`config.mk`:
```
export PLATFORM = sky130hd
export DESIGN_NAME = ubxfr_out_stage
export DESIGN_NICKNAME = d
export VERILOG_FILES = /design/src/rtl/ubxfr_pkg.sv /design/src/rtl/ubxfr_out_stage.sv
export SDC_FILE = /design/constraint.sdc
export NUM_CORES = 1
export LEC_CHECK = 0
export ABC_CLOCK_PERIOD_IN_PS = 10640
export BUFFER_PORTS_ARGS = -buffer_cell sky130_fd_sc_hd__buf_2
export CORE_ASPECT_RATIO = 0.5
export CORE_MARGIN = 1
export CORE_UTILIZATION = 56
export CTS_CLUSTER_DIAMETER = 120
export CTS_CLUSTER_SIZE = 25
export DETAILED_ROUTE_END_ITERATION = 8
export PLACE_DENSITY = 0.84
export SETUP_SLACK_MARGIN = 0.15
export SKIP_CTS_REPAIR_TIMING = 1
export SLEW_MARGIN = 20
export SYNTH_ARGS = -nofsm -noshare
export SYNTH_HDL_FRONTEND = slang
export SYNTH_SLANG_ARGS = --single-unit
```
`constraint.sdc`:
```
create_clock -name clk_i -period 10.64 [get_ports clk_i]
set_clock_uncertainty 0.05 [all_clocks]
set_input_delay 2.128 -clock clk_i [delete_from_list [all_inputs] [get_ports clk_i]]
set_output_delay 2.128 -clock clk_i [all_outputs]
set_load 0.03 [all_outputs]
```
`src/rtl/ubxfr_pkg.sv`:
```
`timescale 1ns / 1ps
// shared types and constants of the ubx frame receiver
package ubxfr_pkg;

  localparam int unsigned ByteW  = 8;
  localparam int unsigned LenW   = 16;
  localparam int unsigned EventW = 2;
  localparam int unsigned CfgIdxW  = 2;
  localparam int unsigned CfgDataW = 16;

  localparam logic [ByteW-1:0] SyncFirstReset  = 8'hB5;
  localparam logic [ByteW-1:0] SyncSecondReset = 8'h62;
  localparam logic [LenW-1:0]  MaxLenReset     = 16'd1024;

  typedef enum logic [EventW-1:0] {
    EvNone     = 2'd0,
    EvOk       = 2'd1,
    EvChecksum = 2'd2,
    EvLength   = 2'd3
  } ev_e;

  typedef enum logic [CfgIdxW-1:0] {
    CfgSyncFirst  = 2'd0,
    CfgSyncSecond = 2'd1,
    CfgMaxLen     = 2'd2
  } cfg_idx_e;

  typedef struct packed {
    logic [ByteW-1:0] sync_first;
    logic [ByteW-1:0] sync_second;
    logic [LenW-1:0]  max_payload_length;
  } cfg_t;

  typedef struct packed {
    ev_e              frame_event;
    logic [ByteW-1:0] msg_class;
    logic [ByteW-1:0] msg_ident;
    logic [LenW-1:0]  payload_length;
    logic [ByteW-1:0] payload_byte;
    logic             payload_valid;
    logic [LenW-1:0]  payload_index;
  } result_t;

endpackage

```
`src/rtl/ubxfr_out_stage.sv`:
```
`timescale 1ns / 1ps
// result register with skid entry that takes one more input under back-pressure
module ubxfr_out_stage
  import ubxfr_pkg::*;
(
  input  logic    clk_i,
  input  logic    rst_ni,
  input  logic    in_valid_i,
  output logic    in_ready_o,
  input  result_t in_data_i,
  output logic    out_valid_o,
  input  logic    out_ready_i,
  output result_t out_data_o
);

  result_t out_q, skid_q;
  logic    out_valid_q, skid_valid_q;
  logic    in_fire, out_free;

  assign in_ready_o  = !skid_valid_q;
  assign in_fire     = in_valid_i && !skid_valid_q;
  assign out_free    = !out_valid_q || out_ready_i;
  assign out_valid_o = out_valid_q;
  assign out_data_o  = out_q;

  always_ff @(posedge clk_i or negedge rst_ni) begin
    if (!rst_ni) begin
      out_valid_q  <= 1'b0;
      skid_valid_q <= 1'b0;
    end else if (out_free) begin
      out_valid_q  <= skid_valid_q || in_fire;
      skid_valid_q <= 1'b0;
    end else if (in_fire) begin
      skid_valid_q <= 1'b1;
    end
  end

  always_ff @(posedge clk_i) begin
    if (out_free) begin
      out_q <= skid_valid_q ? skid_q : in_data_i;
    end else if (in_fire) begin
      skid_q <= in_data_i;
    end
  end

endmodule

```
; ---- Yosys cells after proc, flatten, opt, wreduce, memory -nomap -nowiden
; Index checks and enable logic that the tools add are counted.
[totals]
output_inout_bits = 61
reg_bits = 120
[op_classes]
bitwise = 1
muxes = 3
n_reduce_logical = 7
[op_table]
columns = op, n
row1 = 59-bit 2-to-1 mux, 1
row2 = 1-bit logical NOT, 2
row3 = 1-bit logical OR, 2
row4 = 1-bit 2-to-1 mux, 2
row5 = 2-bit AND reduction, 1
row6 = 2-bit nonzero test, 1
row7 = 1-bit logical AND, 1
row8 = 1-bit NOT, 1

; ---- Depth between registers and ports, before layout
[depth]
word_depth = 4
mapped_depth = 4
mapped_depth_nobuf = 2

; ---- Worst setup path after synthesis
; No wires, ideal clock.
[synth_timing]
path_kind = input-to-reg
from = in out_ready_i
to = reg skid_q[0] in the netlist's numbering (enable)
setup_slack_ns = 2.001
arrival_time_ns = 8.028
cell_stages = 2
setup_time_ns = 0.560
path_cell_list = nand2b_1 > nor3b_1
[synth_between]
elab_chain_len = 3
[synth_lines]
columns = item, line
row1 = start: declaration, ubxfr_out_stage.sv:12  ; input logic out_ready_i,
row2 = 1-bit logical OR, ubxfr_out_stage.sv:22  ; assign out_free = !out_valid_q || out_ready_i;
row3 = 1-bit NOT (no line), -
row4 = 2-bit AND reduction (no line), -
row5 = end signal: assignment, ubxfr_out_stage.sv:42  ; skid_q <= in_data_i;
row6 = end: declaration, ubxfr_out_stage.sv:16  ; result_t out_q, skid_q;
; Every way passes these cells.
; A chain may end at the register's enable or synchronous reset.

; ---- Final worst setup path
[layout_timing]
from = reg skid_valid_q
to = out in_ready_o
[layout_between]
elab_chain_len = 1
[layout_lines]
columns = item, line
row1 = start: declaration, ubxfr_out_stage.sv:17  ; logic out_valid_q, skid_valid_q;
row2 = start signal: assignment, ubxfr_out_stage.sv:29  ; skid_valid_q <= 1'b0;
row3 = start signal: assignment, ubxfr_out_stage.sv:32  ; skid_valid_q <= 1'b0;
row4 = start signal: assignment, ubxfr_out_stage.sv:34  ; skid_valid_q <= 1'b1;
row5 = 1-bit logical NOT, ubxfr_out_stage.sv:20  ; assign in_ready_o = !skid_valid_q;
row6 = end: declaration, ubxfr_out_stage.sv:9  ; output logic in_ready_o,
; Every way passes these cells.

==> qor.yml <==
pwr:
  p_per_area_nw_per_um2: 208
  ir_drop_uv: 130
  power_leakage_nw: 2.35
worst_setup_path:
  crit_slowest_cell: "dfrtp_4"
  path_cells: "inv_1, buf_2"
  startpoint: "skid_valid_q"
  end_kind: "output port"
  cp_data_required_time_ns: 8.46
  r2r_cells: 2
  crit_path_start_kind: "register"
  r2r-start: "skid_valid_q"
  r2r_slack_ns: 8.59
  cpPeakStageDelay_ns: 1.15
  r2r-end: "skid_q[58]"
  critPathArrivalTime_ns: 1.89
  path_class: "reg -> out"
  path_max_fanout: 62
  endpoint: "in_ready_o"
route:
  drt_iter0_drc: 155
  drtAntennaViolNets: 0
  wl_per_cell_um: 17.2
  via_count: 2205
  detail_route.first_pass.iterations: 6
  wl_um: 7760
  viasPerCell: 4.89
  drc: 0
yosys:
  synth_seq_cells: 120
  syn_nets: 255
  avgSynthCellArea_sq_um: 24.1
  seq_area_frac_synth: 0.777
  synthesis.area_sq_um: 4630
  syn_inst: 192
  ys_warn_count: 0
  ys_types: 12
clock_network:
  clk_pin_slew_ns: 0.05
  cts_max_path_buffers: 2
  cts_max_level: 4
  cts-root-buf: "clkbuf_16"
  numCtsBuffers: 17
  numClockSinks: 120
  worstSkewPairLatency_ns: 0.40
  cts_tree: "built"
place:
  place.gp.congestion: 0.686
  place_area_sq_um: 5290
  dp_hpwl_um: 5010
  port_buffers: 123
timing:
  relSlewSlack: 0.250
  fmax_mhz: 246
  fin_crit_sh: 0.382
  rsz0062_at_grt: "false"
  worst_slew_pin_slew_ns: 1.13
  fin_crit_ns: 4.07
  hold_viol: 0
  finalMaxSlewViolations: 0
  setup_viol: 0
  fin_tns_setup_ns: 0
finish:
  antenna_cells: 0
  layout_commonest_cell: "buf_2"
  drive_gt1_frac: 0.618
  final_nets: 393
  area_growth_pct: 25.4
  fin_area_sq_um: 5800
  final_cell_mix: "buf_2, edfxtp_1, mux2_4"
status:
  status: "finished, final reports clean"
min_path:
  hold_path_class: "reg -> reg"
global_route:
  globalRouteTotalUtil: 0.193
  grt_pass1_vias: 2204
  antenna_found_initial: 0
  grt_max_degree: 63
  gr-total-overflow: 0
  grt_pass1_wl_um: 11400
floorplan:
  die_area_sq_um: 8650
  initial_core_util: 0.605
  placementRows: 22
  die_y_um: 66.3
  io_pins: 124
  die_w_um: 131
  core_region_area_sq_um: 7650
run:
  drv_cap: 0
[power by group]
group	total, mW	internal (mW)	switching [mW]
Sequential	0.578	0.561	0.0174
Clock	0.494	0.313	0.180
Combinational	0.133	0.0557	0.0775
[registers in the layout (all words and copies together) (netlist names)]
name,count
skid_q,59
skid_valid_q,1
out_valid_o,1
out_data_o,59
[per-layer routing]
layer	wire length, um	track usage	vias up
li1	-	-	1042
met1	3220	0.224	1086
met2	4060	0.327	69
met3	391	0.0712	8
met4	81	0.0819	0
met5	0	0	-
[cell families (layout without fill, tap and decap cells)]
logic type,count (synthesis),after routing,synth area share
multiplexers,59,59,0.190
AND/OR/NAND/NOR,5,5,0.00541
buffers and inverters,8,159,0.0281
flip-flops,120,120,0.777
[synth_stat cells]
library cell	count	share of area
inv_1	1	0.00081
edfxtp_1	118	0.77
buf_12	5	0.022
nor3b_1	1	0.0016
nand2b_1	1	0.0014
buf_6	1	0.0024
buf_8	1	0.0032
mux2_4	57	0.18
nor2_1	2	0.0016
nand2_1	1	0.00081
mux2_2	2	0.0049
dfrtp_1	2	0.011
[per-stage QoR]
| step | hold slack, ns | setup slack (ns) | cells | power [mW] | util |
|---|---|---|---|---|---|
| after global placement | 0.481 | 6.78 | 419 | 0.716 | 0.691 |
| after detailed placement | 0.485 | 6.72 | 419 | 0.721 | 0.691 |
| final | 0.489 | 6.57 | 451 | 1.20 | 0.758 |
| after CTS | 0.497 | 6.51 | 451 | 1.22 | 0.758 |
| after floorplan | 0.473 | 2.00 | 192 | 0.684 | - |
| after global routing | 0.501 | 6.45 | 451 | 1.25 | 0.758 |
[worst min path at each step]
stage,start,to,slack [ns],cells past startpoint
2_1_floorplan,skid_q[56],out_data_o[56],0.47,1
6_report,skid_q[34],out_data_o[34],0.49,1
3_3_place_gp,skid_q[8],out_data_o[8],0.48,1
4_1_cts,skid_q[34],out_data_o[34],0.50,1
3_5_place_dp,skid_q[2],out_data_o[2],0.49,1
5_1_grt,skid_q[34],out_data_o[34],0.50,1
[worst max-delay path: cells and delay by family, from the launching register on]
family	cells	cell delay [ns]
buf+inv	2	0.34
flops	1	1.15
[final cells by class]
class / instances / area [sq um]
clock buffers: 27 / 493
inverters: 1 / 3.75
clock inverters: 5 / 23.8
flip-flops and latches: 120 / 3600
well taps: 108 / 135
fillers: 452 / 1850
multi-input cells: 64 / 911
repair buffers: 126 / 638
Note: power is estimated with default switching activity, not from simulation.
