<file path="src/rtl/ubxfr_pkg.sv">
`timescale 1ns / 1ps
// shared types and constants of the ubx frame receiver
package ubxfr_pkg;

  localparam int unsigned ByteW  = 8;
  localparam int unsigned LenW   = 16;
  localparam int unsigned EventW = 2;
  localparam int unsigned CfgIdxW  = 2;
  localparam int unsigned CfgDataW = 16;

  localparam logic [ByteW-1:0] SyncFirstReset  = 8'hB5;
  localparam logic [ByteW-1:0] SyncSecondReset = 8'h62;
  localparam logic [LenW-1:0]  MaxLenReset     = 16'd1024;

  typedef enum logic [EventW-1:0] {
    EvNone     = 2'd0,
    EvOk       = 2'd1,
    EvChecksum = 2'd2,
    EvLength   = 2'd3
  } ev_e;

  typedef enum logic [CfgIdxW-1:0] {
    CfgSyncFirst  = 2'd0,
    CfgSyncSecond = 2'd1,
    CfgMaxLen     = 2'd2
  } cfg_idx_e;

  typedef struct packed {
    logic [ByteW-1:0] sync_first;
    logic [ByteW-1:0] sync_second;
    logic [LenW-1:0]  max_payload_length;
  } cfg_t;

  typedef struct packed {
    ev_e              frame_event;
    logic [ByteW-1:0] msg_class;
    logic [ByteW-1:0] msg_ident;
    logic [LenW-1:0]  payload_length;
    logic [ByteW-1:0] payload_byte;
    logic             payload_valid;
    logic [LenW-1:0]  payload_index;
  } result_t;

endpackage

</file>
<file path="src/rtl/ubxfr_parser.sv">
`timescale 1ns / 1ps
// frame parse state machine with fletcher checksum, one byte per request
module ubxfr_parser
  import ubxfr_pkg::*;
(
  input  logic             clk_i,
  input  logic             rst_ni,
  input  logic             fire_i,
  input  logic [ByteW-1:0] rx_byte_i,
  input  cfg_t             cfg_i,
  output result_t          res_o
);

  localparam logic [2:0] PhSync1   = 3'd0;
  localparam logic [2:0] PhSync2   = 3'd1;
  localparam logic [2:0] PhClass   = 3'd2;
  localparam logic [2:0] PhIdent   = 3'd3;
  localparam logic [2:0] PhLength  = 3'd4;
  localparam logic [2:0] PhPayload = 3'd5;
  localparam logic [2:0] PhCheck1  = 3'd6;
  localparam logic [2:0] PhCheck2  = 3'd7;

  logic [2:0]       phase_q, phase_d;
  logic [ByteW-1:0] class_q, class_d;
  logic [ByteW-1:0] ident_q, ident_d;
  logic [LenW-1:0]  length_q, length_d;
  logic [LenW-1:0]  seen_q, seen_d;
  logic [ByteW-1:0] sum_a_q, sum_a_d;
  logic [ByteW-1:0] sum_b_q, sum_b_d;
  logic [ByteW-1:0] chk1_q, chk1_d;

  logic [ByteW-1:0] sum_a_add, sum_b_add;
  logic [LenW-1:0]  seen_inc, len_full;

  assign sum_a_add = sum_a_q + rx_byte_i;
  assign sum_b_add = sum_b_q + sum_a_add;
  assign seen_inc  = seen_q + 16'd1;
  assign len_full  = {rx_byte_i, length_q[7:0]};

  always_comb begin
    phase_d  = phase_q;
    class_d  = class_q;
    ident_d  = ident_q;
    length_d = length_q;
    seen_d   = seen_q;
    sum_a_d  = sum_a_q;
    sum_b_d  = sum_b_q;
    chk1_d   = chk1_q;
    res_o.frame_event   = EvNone;
    res_o.payload_byte  = '0;
    res_o.payload_valid = 1'b0;
    res_o.payload_index = '0;
    unique case (phase_q)
      PhSync1: begin
        if (rx_byte_i == cfg_i.sync_first) phase_d = PhSync2;
      end
      PhSync2: begin
        if (rx_byte_i == cfg_i.sync_second) begin
          phase_d = PhClass;
          sum_a_d = '0;
          sum_b_d = '0;
          seen_d  = '0;
        end else begin
          phase_d = PhSync1;
        end
      end
      PhClass: begin
        class_d = rx_byte_i;
        sum_a_d = sum_a_add;
        sum_b_d = sum_b_add;
        phase_d = PhIdent;
      end
      PhIdent: begin
        ident_d = rx_byte_i;
        sum_a_d = sum_a_add;
        sum_b_d = sum_b_add;
        phase_d = PhLength;
        seen_d  = '0;
      end
      PhLength: begin
        sum_a_d = sum_a_add;
        sum_b_d = sum_b_add;
        if (seen_q == '0) begin
          length_d = {8'd0, rx_byte_i};
          seen_d   = 16'd1;
        end else begin
          length_d = len_full;
          seen_d   = '0;
          if (len_full > cfg_i.max_payload_length) begin
            res_o.frame_event = EvLength;
            phase_d = PhSync1;
          end else if (len_full == '0) begin
            phase_d = PhCheck1;
          end else begin
            phase_d = PhPayload;
          end
        end
      end
      PhPayload: begin
        sum_a_d = sum_a_add;
        sum_b_d = sum_b_add;
        res_o.payload_byte  = rx_byte_i;
        res_o.payload_valid = 1'b1;
        res_o.payload_index = seen_q;
        seen_d = seen_inc;
        if (seen_inc >= length_q) phase_d = PhCheck1;
      end
      PhCheck1: begin
        chk1_d  = rx_byte_i;
        phase_d = PhCheck2;
      end
      PhCheck2: begin
        res_o.frame_event = (sum_a_q == chk1_q && sum_b_q == rx_byte_i) ? EvOk : EvChecksum;
        phase_d = PhSync1;
      end
    endcase
    res_o.msg_class      = class_d;
    res_o.msg_ident      = ident_d;
    res_o.payload_length = length_d;
  end

  always_ff @(posedge clk_i or negedge rst_ni) begin
    if (!rst_ni) begin
      phase_q  <= PhSync1;
      class_q  <= '0;
      ident_q  <= '0;
      length_q <= '0;
      seen_q   <= '0;
      sum_a_q  <= '0;
      sum_b_q  <= '0;
      chk1_q   <= '0;
    end else if (fire_i) begin
      phase_q  <= phase_d;
      class_q  <= class_d;
      ident_q  <= ident_d;
      length_q <= length_d;
      seen_q   <= seen_d;
      sum_a_q  <= sum_a_d;
      sum_b_q  <= sum_b_d;
      chk1_q   <= chk1_d;
    end
  end

endmodule

</file>
<file path="config.mk">
export PLATFORM = sky130hd
export DESIGN_NAME = ubxfr_parser
export DESIGN_NICKNAME = d
export VERILOG_FILES = /design/src/rtl/ubxfr_pkg.sv /design/src/rtl/ubxfr_parser.sv
export SDC_FILE = /design/constraint.sdc
export NUM_CORES = 1
export LEC_CHECK = 0
export ABC_CLOCK_PERIOD_IN_PS = 3200
export BUFFER_PORTS_ARGS = -buffer_cell sky130_fd_sc_hd__buf_2
export CORE_MARGIN = 4
export CORE_UTILIZATION = 53
export CTS_BUF_LIST = sky130_fd_sc_hd__clkbuf_8
export CTS_CLUSTER_DIAMETER = 60
export CTS_CLUSTER_SIZE = 24
export DETAILED_ROUTE_END_ITERATION = 7
export GPL_TIMING_DRIVEN = 1
export PLACE_DENSITY = 0.83
export SYNTH_ARGS = -nofsm -noshare
export SYNTH_HDL_FRONTEND = slang
export SYNTH_SLANG_ARGS = --single-unit
</file>
<file path="constraint.sdc">
create_clock -name clk_i -period 3.2 [get_ports clk_i]
set_input_delay 0.64 -clock clk_i [delete_from_list [all_inputs] [get_ports clk_i]]
set_output_delay 0.64 -clock clk_i [all_outputs]
set_load 0.005 [all_outputs]
</file>
After elaboration in Yosys (flattened, before gate mapping)
Index checks and enable logic that the tools add are counted.

storage, ports and cells
  logic and storage cells = 61
  output and inout bits = 59
  register bits after elaboration = 75
  bits of input ports = 43

cells by class
  add/sub/neg operators = 3
  order comparisons = 2
  reductions and logical operators = 11
  equality and inequality tests = 15
  multiplexer cells = 22

operator list
  cell                   number
  $pmux 16 s4            1
  $mux 16                3
  $eq 8x8->1             4
  $logic_not 16->1       2
  $pmux 8 s2             2
  $mux 25                1
  $mux 8                 3
  $pmux 3 s8             1
  $add 16x1->16 const B  1
  $add 8x8->8            2
  $ge 16x16->1           1
  $gt 16x16->1           1
  $eq 3x3->1 const B     4
  $mux 3                 4
  $mux 2                 5
  $ne 2x2->1 const B     4
  $eq 3x2->1 const B     2
  $reduce_and 3->1       2
  $pmux 2 s2             1
  $reduce_and 4->1       1
  $reduce_bool 4->1      1
  $reduce_or 4->1        1
  $eq 3x1->1 const B     1
  $logic_not 3->1        1
  other kinds (4)        4

Depth between registers and ports, before layout
Gate-level depths: netlist (run 1).

  depth after elaboration = 5
  gate-level depth with buffers = 16
  gate-level depth less buffers = 16

Least setup slack after synthesis (run 1)
Ideal clock, no wire load.

  path type = input to register
  start point = in rx_byte_i[1]
  end point = reg sum_b_q[7]
  arrival = 2.903 ns
  path buffers = 1
  setup slack = 0.169 ns
  stages = 15
  data required time = 3.072 ns
  library setup time = 0.128 ns
  path through = buf_2 inv_1 fa_1 nor2b_1 o21ai_0 a21oi_1 o21a_1 nor2_1 xnor2_1 ha_1 or3_1 o211ai_1 xnor2_1 a21oi_1 o22ai_1

on the way
  word-level cells in the longest chain between the ends = 3
  elaborated cells on any way between the ends = 6
  classes of those cells = add/sub: 2; eq/ne: 2; mux: 1; reduce/logical: 1

ends and longest elaborated chain
  element                                                line                                    text
  from (decl)                                            ubxfr_parser.sv:9                       input logic [ByteW-1:0] rx_byte_i,
  $add 8x8->8 / $eq 8x8->1 (equally long branches)       ubxfr_parser.sv:35, ubxfr_parser.sv:58
  $add 8x8->8 / $ne 2x2->1 (equally long branches)       -
  $pmux 8 s2 / $reduce_and 3->1 (equally long branches)  -
  to (signal assigned)                                   ubxfr_parser.sv:139                     sum_b_q <= sum_b_d;
  to (decl)                                              ubxfr_parser.sv:29                      logic [ByteW-1:0] sum_b_q, sum_b_d;

Several ways; a longest one is shown, not always the timed one.
A chain may end at the register's enable or synchronous reset.

==> metrics.md, run 1 <==
| Metric | Value |
|---|---|
| Combinational share of power | `between 30% and 40%` |
| Critical-path cell list | `inv_1 > buf_4 > ha_1 > nor3b_2 > nand4_1 > nor2b_2 > buf_4 > buf_4 > a22o_1 > buf_2` |
| Placed cell area | `roughly 6400 sq um` |
| Most common cell after layout, fill and taps aside | `buf_2` |
| Worst-Margin Slew | `0.6627 ns` |
| Global-route wire length before repair | `between 20 and 30 mm` |
| Max H-tree Level | `3` |
| Sw Pwr | `1.016 mW` |
| ANT nets after route | `0` |
| FF-to-FF path depth | `15` |
| Die Height | `111.0 microns` |
| Die X-Extent | `about 110 microns` |
| Maxcap violations | `0` |
| Sw Share | `approximately a third` |
| Core area | `10320 sq um` |
| Die ar. | `approximately 12000 sq um` |
| DR pass1 iterations | `5` |
| R2R Path End | `phase_q[2]` |
| R2r setup slk | `~0.12 ns` |
| Starting Density | `between 50% and 60%` |
| Unrepaired setup endpoints after global routing | `yes` |
| P per Cell Area | `449.4 nW/um^2` |
| Clk Latency, worst-skew pair | `0.36 ns` |
| Synth Cell Area | `~5600 sq um` |
| Clock tree buffer depth | `2` |
| R2r startpoint | `seen_q[3]` |
| Post-synth EDFFs | `0` |
| Fin Setup TNS | `0 ns` |
| Crit path to | `res_o[35]` |
| Row cnt | `37` |
| Sequential share of the synthesized area | `between 30% and 40%` |
| Final Hold Viols | `0` |
| Layout Nets | `just over 800` |
| N_diodes | `0` |
| Vias in the first global route | `about 5100` |
| Pint | `roughly 2 mW` |
| Final Setup Violations | `0` |
| Drt total wl | `~15 mm` |
| Maximum vdd drop | `between 200 and 300 uV` |
| Finished layout cell area | `6713 sq um` |
| Layout cells sized above 1 | `a little under a third` |
| 1st-iter DRT viols | `around 380` |
| Placed instance count | `837` |
| Slew HR | `around 56%` |
| Most used cell, CP | `buf_4` |
| Synth Instances | `around 600` |
| Clock Power Share | `between 20% and 30%` |
| Synth cell types | `59` |
| Number of fill cells in the layout | `800` |
| Most frequent cells in the layout | `101 x buf_2, 75 x dfrtp_1, 50 x nand2_1` |
| CTS Hold Bufs | `0` |
| Worst Skew | `between 0.006 and 0.007 ns` |
| Arrival time at the worst endpoint | `2.48 ns` |
| Peak fanout along the critical path | `6` |
| DR WL/cell | `between 15 and 20 microns` |
| DRC | `0` |
| Gr ovfl total | `0` |
| Area grow syn2layout | `19.49%` |
| Status | `complete, no violations` |
| Fmax achieved | `around 320 MHz` |
| TritonCTS Buffers | `9` |
| Clock transition at path regs | `0.08 ns` |
| Share of the clock period used by the worst path | `a little under 100%` |
| Total of warnings raised by yosys | `0` |
| Non-filler cells, final | `860` |
| Slowest cell on crit path | `dfrtp_1` |
| # port buffers | `~100` |
| Via/cell ratio | `5.851` |
| Tmin final | `around 3.1 ns` |
| Root Buffer Master | `clkbuf_8` |
| Main synth FF type | `dfrtp_1` |
| Global-route usage over all layers | `about a quarter` |
| Critical path origin | `seen_q[0]` |
| Largest net degree at the start of global routing | `between 40 and 50` |
| CP Launch Type | `register` |
| Reg power frac | `40.1%` |
| CTS tree | `done` |
| Final number of max-transition violations | `0` |
| Detailed Place HPWL | `about 11 mm` |
| Req. time, crit path | `approximately 2.6 ns` |
| Net Count, Synth | `about 700` |
| Final GP Congestion | `just over 0.9` |
| Vias | `a little over 5000` |
| Leakage power | `3.405 nW` |
| Crit Path Class | `reg2out` |
| Flops & latches, synth | `75` |
| CTS sink cnt | `between 70 and 80` |
| Top-Level Pins | `slightly above 100` |
| Class of the worst hold path | `in2async` |
| Synth Area per Inst | `between 9 and 10 sq um` |
| Max stage delay on crit path | `about 0.43 ns` |
| Setup crit end kind | `output port` |
| Post-synth ARST share | `100.0%` |
| Initial antenna violation count | `0` |
synthesized netlist by cell type (all sizes together) (8+ instances only):
| cell type | count | share of area, % |
|---|---|---|
| a21oi | 21 | 1.9 |
| nor2 | 13 | 1.0 |
| mux2 | 38 | 7.6 |
| o21ai | 52 | 4.6 |
| nand4 | 12 | 1.3 |
| buf | 18 | 1.9 |
| o31ai | 8 | 1.1 |
| nand2 | 51 | 3.4 |
| clkbuf | 20 | 1.3 |
| a22o | 18 | 2.8 |
| ha | 48 | 11 |
| inv | 45 | 3.0 |
| xnor2 | 42 | 6.5 |
| nand3 | 15 | 1.3 |
| nor4 | 10 | 1.1 |
| xor2 | 17 | 2.7 |
| and2 | 26 | 2.9 |
| dfrtp | 75 | 33 |
how the worst min path moves through the flow:
stage                           from           to
after global routing          rst_ni    seen_q[1]
after detailed placement  ident_q[5]   ident_q[5]
after CTS                     rst_ni  length_q[3]
after global placement    ident_q[4]   ident_q[4]
after floorplan               rst_ni    chk1_q[0]
final                         rst_ni    seen_q[1]
cell type report:
cell class	count	area [sq um]	area share, %
clock inverter	4	48.80	0.7269
sequential	75	1877	27.96
tap	136	170.2	2.535
inverter	45	168.9	2.516
timing repair buffer	142	825.8	12.30
clock buffer	12	165.2	2.460
multi-input combinational	446	3457	51.50
worst max-delay path: cells and delay by family (launching register included):
kind,cells,cell delay (ns)
and+or+nand+nor,3,0.57
DFF,1,0.43
AOI/OAI and AO/OA,1,0.22
adders and majority gates,1,0.17
buffers and inverters,5,0.73
per-layer routing:
metal / vias to the layer above / track usage, % / routed length, microns
li1: 2364 / - / -
met3: 36 / 4.476 / 1083
met5: - / 0 / 0
met1: 2407 / 33.88 / 6753
met2: 225 / 41.14 / 7065
met4: 0 / 10.59 / 465
power groups by stage:
stage          clock [mW]  sequential (mW)  combinational [mW]
2_1_floorplan           0             1.17               0.692
3_3_place_gp            0             1.21               0.942
6_report            0.777             1.21                1.03
3_5_place_dp            0             1.22               0.990
5_1_grt             0.839             1.23                1.15
4_1_cts             0.795             1.20                1.00
cell families (layout without fill, tap and decap cells):
| group | after synthesis | in the layout | synth area share, % |
|---|---|---|---|
| compound gates | 139 | 139 | 16.35 |
| xor+xnor | 59 | 59 | 9.198 |
| fa+ha+maj | 50 | 50 | 11.40 |
| buf+inv | 83 | 203 | 6.280 |
| flops | 75 | 75 | 33.41 |
| mux | 38 | 38 | 7.617 |
| simple gates | 160 | 160 | 15.75 |
state kept, by name (all words and copies together), names as in the netlist:
register,cells
length_q,16
seen_q,16
chk1_q,8
class_q,8
ident_q,8
sum_a_q,8
sum_b_q,8
phase_q,3
per-stage QoR:
stage	setup WS (ns)	hold WS (ns)	power [mW]	utilization [%]
6_report	0.08468	0.3139	3.017	65.02
5_1_grt	-0.05624	0.3373	3.217	65.02
4_1_cts	0.04088	0.3204	3.003	63.73
3_5_place_dp	-0.05282	0.4905	2.211	61.65
3_3_place_gp	0.03880	0.4834	2.153	61.65
2_1_floorplan	0.1691	0.3444	1.865	-
repair_timing:
action,4_1_cts,5_1_grt
setup buffers,0,7
resized for setup,0,16
setup endpoints to repair,0,6
No activity file was read; power rests on OpenSTA's default activity.
==> inputs of run 2 (changes only) <==
--- a/config.mk
+++ b/config.mk
@@ -7,6 +7,7 @@
 export LEC_CHECK = 0
 export ABC_CLOCK_PERIOD_IN_PS = 3200
 export BUFFER_PORTS_ARGS = -buffer_cell sky130_fd_sc_hd__buf_2
+export CORE_ASPECT_RATIO = 1.1
 export CORE_MARGIN = 4
 export CORE_UTILIZATION = 53
 export CTS_BUF_LIST = sky130_fd_sc_hd__clkbuf_8
@@ -15,6 +16,7 @@
 export DETAILED_ROUTE_END_ITERATION = 7
 export GPL_TIMING_DRIVEN = 1
 export PLACE_DENSITY = 0.83
+export SETUP_SLACK_MARGIN = 0.5
 export SYNTH_ARGS = -nofsm -noshare
 export SYNTH_HDL_FRONTEND = slang
 export SYNTH_SLANG_ARGS = --single-unit
==> metrics.md, run 2 (same netlist as run 1, synthesis figures left out) <==
| Metric | Value |
|---|---|
| Final number of max-transition violations | `0 (unchanged)` |
| Grt met3 use | `5.292% (+0.82 points)` |
| Global-route wire length before repair | `25.50 mm (about the same)` |
| Gr busiest metal | `met2` |
| Class of the worst hold path | `in2async` |
| Root Buffer Master | `clkbuf_8` |
| Layout cells sized above 1 | `39.19% (+8.8 points)` |
| P per Cell Area | `462.7 nW/um^2 (+3.0%)` |
| Status | `complete, no violations` |
| Grt met2 use | `46.01% (+4.9 points)` |
| Initial antenna violation count | `0 (unchanged)` |
| Layout Nets | `828 (+2.0%)` |
| Detailed Place HPWL | `11.40 mm (+0.64%)` |
| Crit Path Class | `reg2reg` |
| Core area | `10390 sq um (+0.68%)` |
| CTS sink cnt | `75 (unchanged)` |
| Worst Skew | `0.01106 ns (+0.004240 ns)` |
| Slew HR | `55.26% (-0.45 points)` |
| Clock tree buffer depth | `2 (unchanged)` |
| Most frequent cells in the layout | `91 x buf_2, 69 x dfrtp_1, 51 x buf_4` |
| Final Hold Viols | `0 (unchanged)` |
| Die X-Extent | `106.2 microns (-4.3%)` |
| CTS tree | `done` |
| Fin Setup TNS | `0 ns (unchanged)` |
| Share of the clock period used by the worst path | `91.93% (-5.4 points)` |
| Req. time, crit path | `3.45 ns (+0.89 ns)` |
| Vias in the first global route | `5182 (+1.8%)` |
| Maxcap violations | `0 (unchanged)` |
| Vias | `5228 (+3.9%)` |
| Most common cell after layout, fill and taps aside | `buf_2` |
| Top-Level Pins | `102 (unchanged)` |
| Final Setup Violations | `0 (unchanged)` |
| Gr ovfl total | `0 (unchanged)` |
| Arrival time at the worst endpoint | `3.19 ns (+0.71 ns)` |
| Fmax achieved | `339.9 MHz (+5.9%)` |
| 1st-iter DRT viols | `348 (-8.7%)` |
| Post-layout util | `70.40% (+5.4 points)` |
| Clock transition at path regs | `0.08 ns (about the same)` |
| Setup crit end kind | `register` |
| Via/cell ratio | `5.921 (+1.2%)` |
| Leakage power | `3.562 nW (+4.6%)` |
| Maximum vdd drop | `221.8 uV (-22%)` |
| DRC | `0 (unchanged)` |
| Row cnt | `39 (+5.4%)` |
| N_diodes | `0 (unchanged)` |
| M1 GR Usage | `31.31% (-2.6 points)` |
| DR pass1 iterations | `5 (unchanged)` |
| DR WL/cell | `19.14 microns (+7.1%)` |
| Starting Density | `54.05% (-0.37 points)` |
| CP Launch Type | `register` |
| Clk Latency, worst-skew pair | `0.36 ns (about the same)` |
| TritonCTS Buffers | `9 (unchanged)` |
| Largest net degree at the start of global routing | `48 (+14%)` |
| Drt total wl | `16.90 mm (+10%)` |
| Peak fanout along the critical path | `5 (-1)` |
| Die Height | `116.0 microns (+4.5%)` |
| Final GP Congestion | `0.9701 (+3.9%)` |
| Worst-Margin Slew | `0.6681 ns (+0.005392 ns)` |
| Unrepaired setup endpoints after global routing | `yes` |
| Global-route usage over all layers | `26.36% (+0.86 points)` |
| CTS Hold Bufs | `0 (unchanged)` |
| Max H-tree Level | `3 (unchanged)` |
| # port buffers | `101 (unchanged)` |
| Top Registers | `length_q x16, seen_q x16` |
| Tmin final | `2.942 ns (-0.1734 ns)` |
| Die ar. | `12310 sq um (about the same)` |
| Area grow syn2layout | `30.25%` |
| ANT nets after route | `0 (unchanged)` |
run 2: final timing paths:
check	depth (start not counted)	from	slack, ns	endpoint
min reg2reg	1	class_q[1]	0.51	class_q[1]
max in group asynchronous	2	rst_ni	2.36	seen_q[0]
max reg2reg	12	seen_q[2]	0.26	phase_q[2]
max	12	seen_q[2]	0.26	phase_q[2]
min in group clk_i	1	class_q[1]	0.51	class_q[1]
min	2	rst_ni	0.28	sum_b_q[2]
run 2: where the power goes:
| group | total (mW) | internal, mW | leakage, nW | switching (mW) |
|---|---|---|---|---|
| logic | 1.22 | 0.619 | 2.42 | 0.602 |
| clock network | 0.949 | 0.590 | 0.136 | 0.358 |
| registers | 1.22 | 1.08 | 1.00 | 0.135 |
run 2: per-stage QoR:
step	power, mW	instances	cell area, sq um	hold slack (ns)	worst slack (ns)
floorplan	1.875	604	5675	0.3444	0.3288
global placement	2.165	840	6387	0.4830	0.1069
detailed placement	2.213	840	6387	0.4931	0.08636
CTS	3.231	873	6939	0.2860	0.3161
global route	3.579	883	7317	0.3113	0.1154
finish	3.386	883	7317	0.2844	0.2581
run 2: per-layer routing:
metal  share of wire [%]  wire length [microns]  vias to the layer above
met1                  38                   6423                     2544
met2                  52                   8737                      232
met3                 6.4                   1079                       63
met5                   0                      0                        -
li1                    -                      -                     2389
met4                 3.9                    660                        0
run 2: critical path, stage by stage (launching register included):
cell	delay, ns
dfrtp_1	0.42
nand3_4	0.10
nor3_4	0.21
and4_4	0.29
nand4_1	0.16
xnor2_1	0.17
ha_1	0.30
nand4_1	0.16
o221ai_2	0.23
a31oi_2	0.08
nor4b_4	0.37
nor4b_4	0.27
nor3b_1	0.07
run 2: cell type report:
class,count,area [sq um]
fillers,745,3077
flip-flops and latches,75,1884
inverters,45,173.9
multi-input cells,446,3784
well taps,143,178.9
clock inverters,7,132.6
clock buffers,9,123.9
repair buffers,158,1040
run 2: timing repair:
action / in CTS / in global routing
buffers inserted: 17 / 10
gates resized for setup: 33 / 67
setup endpoints to repair: 47 / 57
pin swaps: 24 / 34
==> inputs of run 3 (changes only) <==
==> config.mk (replaced) <==
export PLATFORM = sky130hd
export DESIGN_NAME = ubxfr_parser
export DESIGN_NICKNAME = d
export VERILOG_FILES = /design/src/rtl/ubxfr_pkg.sv /design/src/rtl/ubxfr_parser.sv
export SDC_FILE = /design/constraint.sdc
export NUM_CORES = 1
export LEC_CHECK = 0
export ABC_CLOCK_PERIOD_IN_PS = 2900
export BUFFER_PORTS_ARGS = -buffer_cell sky130_fd_sc_hd__buf_2
export CORE_ASPECT_RATIO = 1.1
export CORE_MARGIN = 4
export CORE_UTILIZATION = 56
export CTS_BUF_LIST = sky130_fd_sc_hd__clkbuf_4 sky130_fd_sc_hd__clkbuf_8 sky130_fd_sc_hd__clkbuf_16
export CTS_CLUSTER_DIAMETER = 60
export CTS_CLUSTER_SIZE = 24
export DETAILED_ROUTE_END_ITERATION = 7
export GPL_TIMING_DRIVEN = 1
export PLACE_DENSITY = 0.84
export SETUP_SLACK_MARGIN = 0.5
export SYNTH_ARGS = -nofsm -noshare
export SYNTH_HDL_FRONTEND = slang
export SYNTH_SLANG_ARGS = --single-unit
==> constraint.sdc (replaced) <==
create_clock -name clk_i -period 2.9 [get_ports clk_i]
set_input_delay 0.58 -clock clk_i [delete_from_list [all_inputs] [get_ports clk_i]]
set_output_delay 0.58 -clock clk_i [all_outputs]
set_load 0.005 [all_outputs]
==> metrics.md, run 3 (same netlist as run 1, synthesis figures left out) <==
| Metric | Value |
|---|---|
| DR WL/cell | `20.95 microns (+9.4%)` |
| DRC | `0 (unchanged)` |
| Violations in the final reports | `negative setup slack` |
| Most frequent cells in the layout | `99 x buf_2, 74 x dfrtp_1, 70 x buf_4` |
| DR pass1 iterations | `5 (unchanged)` |
| Clock Power Share | `25.9% (-2.1 points)` |
| Slew HR | `58.23% (+3.0 points)` |
| PnR Total Power | `3.834 mW (+13%)` |
| Final Hold Viols | `0 (unchanged)` |
| R2r startpoint | `seen_q[0]` |
| Initial antenna violation count | `0 (unchanged)` |
| Vias in the first global route | `5641 (+8.9%)` |
| CTS tree | `done` |
| Reg power frac | `34.5% (-1.4 points)` |
| N_diodes | `0 (unchanged)` |
| Number of fill cells in the layout | `570 (-23%)` |
| Final number of max-transition violations | `0 (unchanged)` |
| Most common cell after layout, fill and taps aside | `buf_2` |
| Class of the worst hold path | `in2async` |
| Clock transition at path regs | `0.09 ns (about the same)` |
| Placed cell area | `6570 sq um (+2.9%)` |
| CTS sink cnt | `75 (unchanged)` |
| ANT nets after route | `0 (unchanged)` |
| Global-route usage over all layers | `29.36% (+3.0 points)` |
| Area of the multi-input gates | `3796 sq um (+0.33%)` |
| Pint | `2.531 mW (+10%)` |
| Max H-tree Level | `3 (unchanged)` |
| Top-Level Pins | `102 (unchanged)` |
| Clk Latency, worst-skew pair | `0.37 ns (about the same)` |
| Drt total wl | `18.75 mm (+11%)` |
| Global-route wire length before repair | `27.73 mm (+8.8%)` |
| Unrepaired setup endpoints after global routing | `yes` |
| Starting Density | `57.08% (+3.0 points)` |
| Fmax achieved | `322.5 MHz (-5.1%)` |
| Die ar. | `11700 sq um (-5.0%)` |
| Area grow syn2layout | `35.26%` |
| Leakage power | `3.778 nW (+6.1%)` |
| # port buffers | `101 (unchanged)` |
| Core area | `9842 sq um (-5.3%)` |
| Sw Share | `33.98% (+1.6 points)` |
| Via/cell ratio | `6.279 (+6.1%)` |
| Maxcap violations | `0 (unchanged)` |
| Maximum vdd drop | `294.7 uV (+33%)` |
| Placed instance count | `838 (-0.24%)` |
| Sw Pwr | `1.303 mW (+19%)` |
| Clock tree buffer depth | `2 (unchanged)` |
| Final worst slack | `-0.2008 ns (-0.4590 ns)` |
| R2R Path End | `phase_q[2]` |
| Top Registers | `length_q x16, seen_q x16` |
| FF-to-FF path depth | `15 (+3)` |
| Die X-Extent | `103.5 microns (-2.5%)` |
| Combinational share of power | `39.6% (+3.5 points)` |
| Arrival time at the worst endpoint | `3.38 ns (+0.19 ns)` |
| Share of the clock period used by the worst path | `106.9% (+15 points)` |
| Critical-path cell list | `inv_2 > nor3_4 > and4_4 > buf_4 > nand2_2 > xnor2_1 > ha_1 > a21oi_1 > o21a_1 > o221ai_2 > a31oi_2 > nor4b_4 > buf_4 > a21oi_1 > nor3b_1` |
| P per Cell Area | `504.6 nW/um^2 (+9.0%)` |
| Status | `finished with violations` |
| Vias | `5620 (+7.5%)` |
| Root Buffer Master | `clkbuf_8` |
| Max stage delay on crit path | `0.41 ns (about the same)` |
| CP Launch Type | `register` |
| Finished layout cell area | `7599 sq um (+3.8%)` |
| R2r setup slk | `-0.20 ns (-0.46 ns)` |
| Non-filler cells, final | `895 (+1.4%)` |
| TritonCTS Buffers | `9 (unchanged)` |
| Req. time, crit path | `3.18 ns (-0.27 ns)` |
| Setup crit end kind | `register` |
| Layout cells sized above 1 | `41.68% (+2.5 points)` |
| Final GP Congestion | `0.9713 (+0.12%)` |
| Layout Nets | `864 (+4.3%)` |
| Gr ovfl total | `0 (unchanged)` |
| Die Height | `113.1 microns (-2.5%)` |
| Slowest cell on crit path | `dfrtp_1` |
| Largest net degree at the start of global routing | `40 (-17%)` |
| Crit Path Class | `reg2reg` |
| Final Setup Violations | `21 (+21)` |
| Dpl ws | `-0.1519 ns (-0.2382 ns)` |
| Worst Skew | `0.01137 ns (+0.0003146 ns)` |
| Tmin final | `3.101 ns (+0.1590 ns)` |
| Detailed Place HPWL | `11.40 mm (about the same)` |
| Peak fanout along the critical path | `6 (+1)` |
| Row cnt | `38 (-2.6%)` |
| Worst-Margin Slew | `0.6266 ns (-0.04153 ns)` |
| Register area | `1878 sq um (-0.33%)` |
| 1st-iter DRT viols | `551 (+58%)` |
[run 3: cell types whose count changed in the layout (fill, tap and decap cells not counted), sizes merged]
cell,change
buf,+36
inv,-2
clkbuf,+1
bufinv,-1
clkinvlp,+1
[run 3: how the worst max path moves through the flow]
stage | slack, ns | endpoint | from
floorplan | 0.03 | phase_q[2] | seen_q[2]
global placement | -0.09 | sum_b_q[7] | rx_byte_i[0]
detailed placement | -0.15 | sum_b_q[7] | rx_byte_i[0]
CTS | 0.02 | phase_q[2] | seen_q[0]
global route | -0.35 | phase_q[2] | seen_q[0]
finish | -0.20 | phase_q[2] | seen_q[0]
[run 3: worst max-delay path: cells and delay by family (launching register included)]
kind | cells | cell delay [ns]
AO/OA/AOI/OAI | 5 | 0.86
XOR/XNOR | 1 | 0.21
adder cells (fa/ha/maj) | 1 | 0.29
buffers and inverters | 3 | 0.37
flip-flops | 1 | 0.41
AND/OR/NAND/NOR | 5 | 0.87
[run 3: through the flow]
| step | utilization [%] | hold slack [ns] | setup TNS [ns] |
|---|---|---|---|
| 2_1_floorplan | - | 0.2844 | 0 |
| 3_3_place_gp | 66.76 | 0.4836 | -0.09055 |
| 3_5_place_dp | 66.76 | 0.4951 | -0.3088 |
| 4_1_cts | 73.67 | 0.2785 | 0 |
| 5_1_grt | 77.21 | 0.3048 | -3.056 |
| 6_report | 77.21 | 0.2722 | -1.151 |
[run 3: cell type report]
| class | instances | share of cell area, % |
|---|---|---|
| Tap cell | 120 | 1.976 |
| Sequential cell | 75 | 24.72 |
| Clock buffer | 10 | 1.729 |
| Timing Repair Buffer | 194 | 18.05 |
| Inverter | 45 | 2.223 |
| Clock inverter | 5 | 1.350 |
| Multi-Input combinational cell | 446 | 49.96 |
[run 3: power groups by stage]
stage / logic (mW) / registers [mW] / clock network (mW)
after global routing: 1.64 / 1.34 / 1.03
after detailed placement: 1.23 / 1.33 / 0
after global placement: 1.18 / 1.32 / 0
final: 1.52 / 1.32 / 0.991
after CTS: 1.35 / 1.31 / 0.991
after floorplan: 0.791 / 1.30 / 0
[run 3: layer usage]
metal / vias to the layer above / track usage, % / part of all wire [%]
met5: - / 0 / 0
met4: 0 / 16.49 / 6.0
met3: 103 / 4.450 / 6.8
met2: 323 / 52.40 / 50
met1: 2716 / 33.91 / 37
li1: 2478 / - / -
[run 3: repair_timing]
item / 4_1_cts / 5_1_grt
buffers inserted: 29 / 11
pin swaps: 37 / 25
hold buffers: 0 / 0
cloned: 1 / 1
endpoints found under the setup margin: 42 / 75
resized for setup: 35 / 45
hold endpoints to repair: 0 / 0
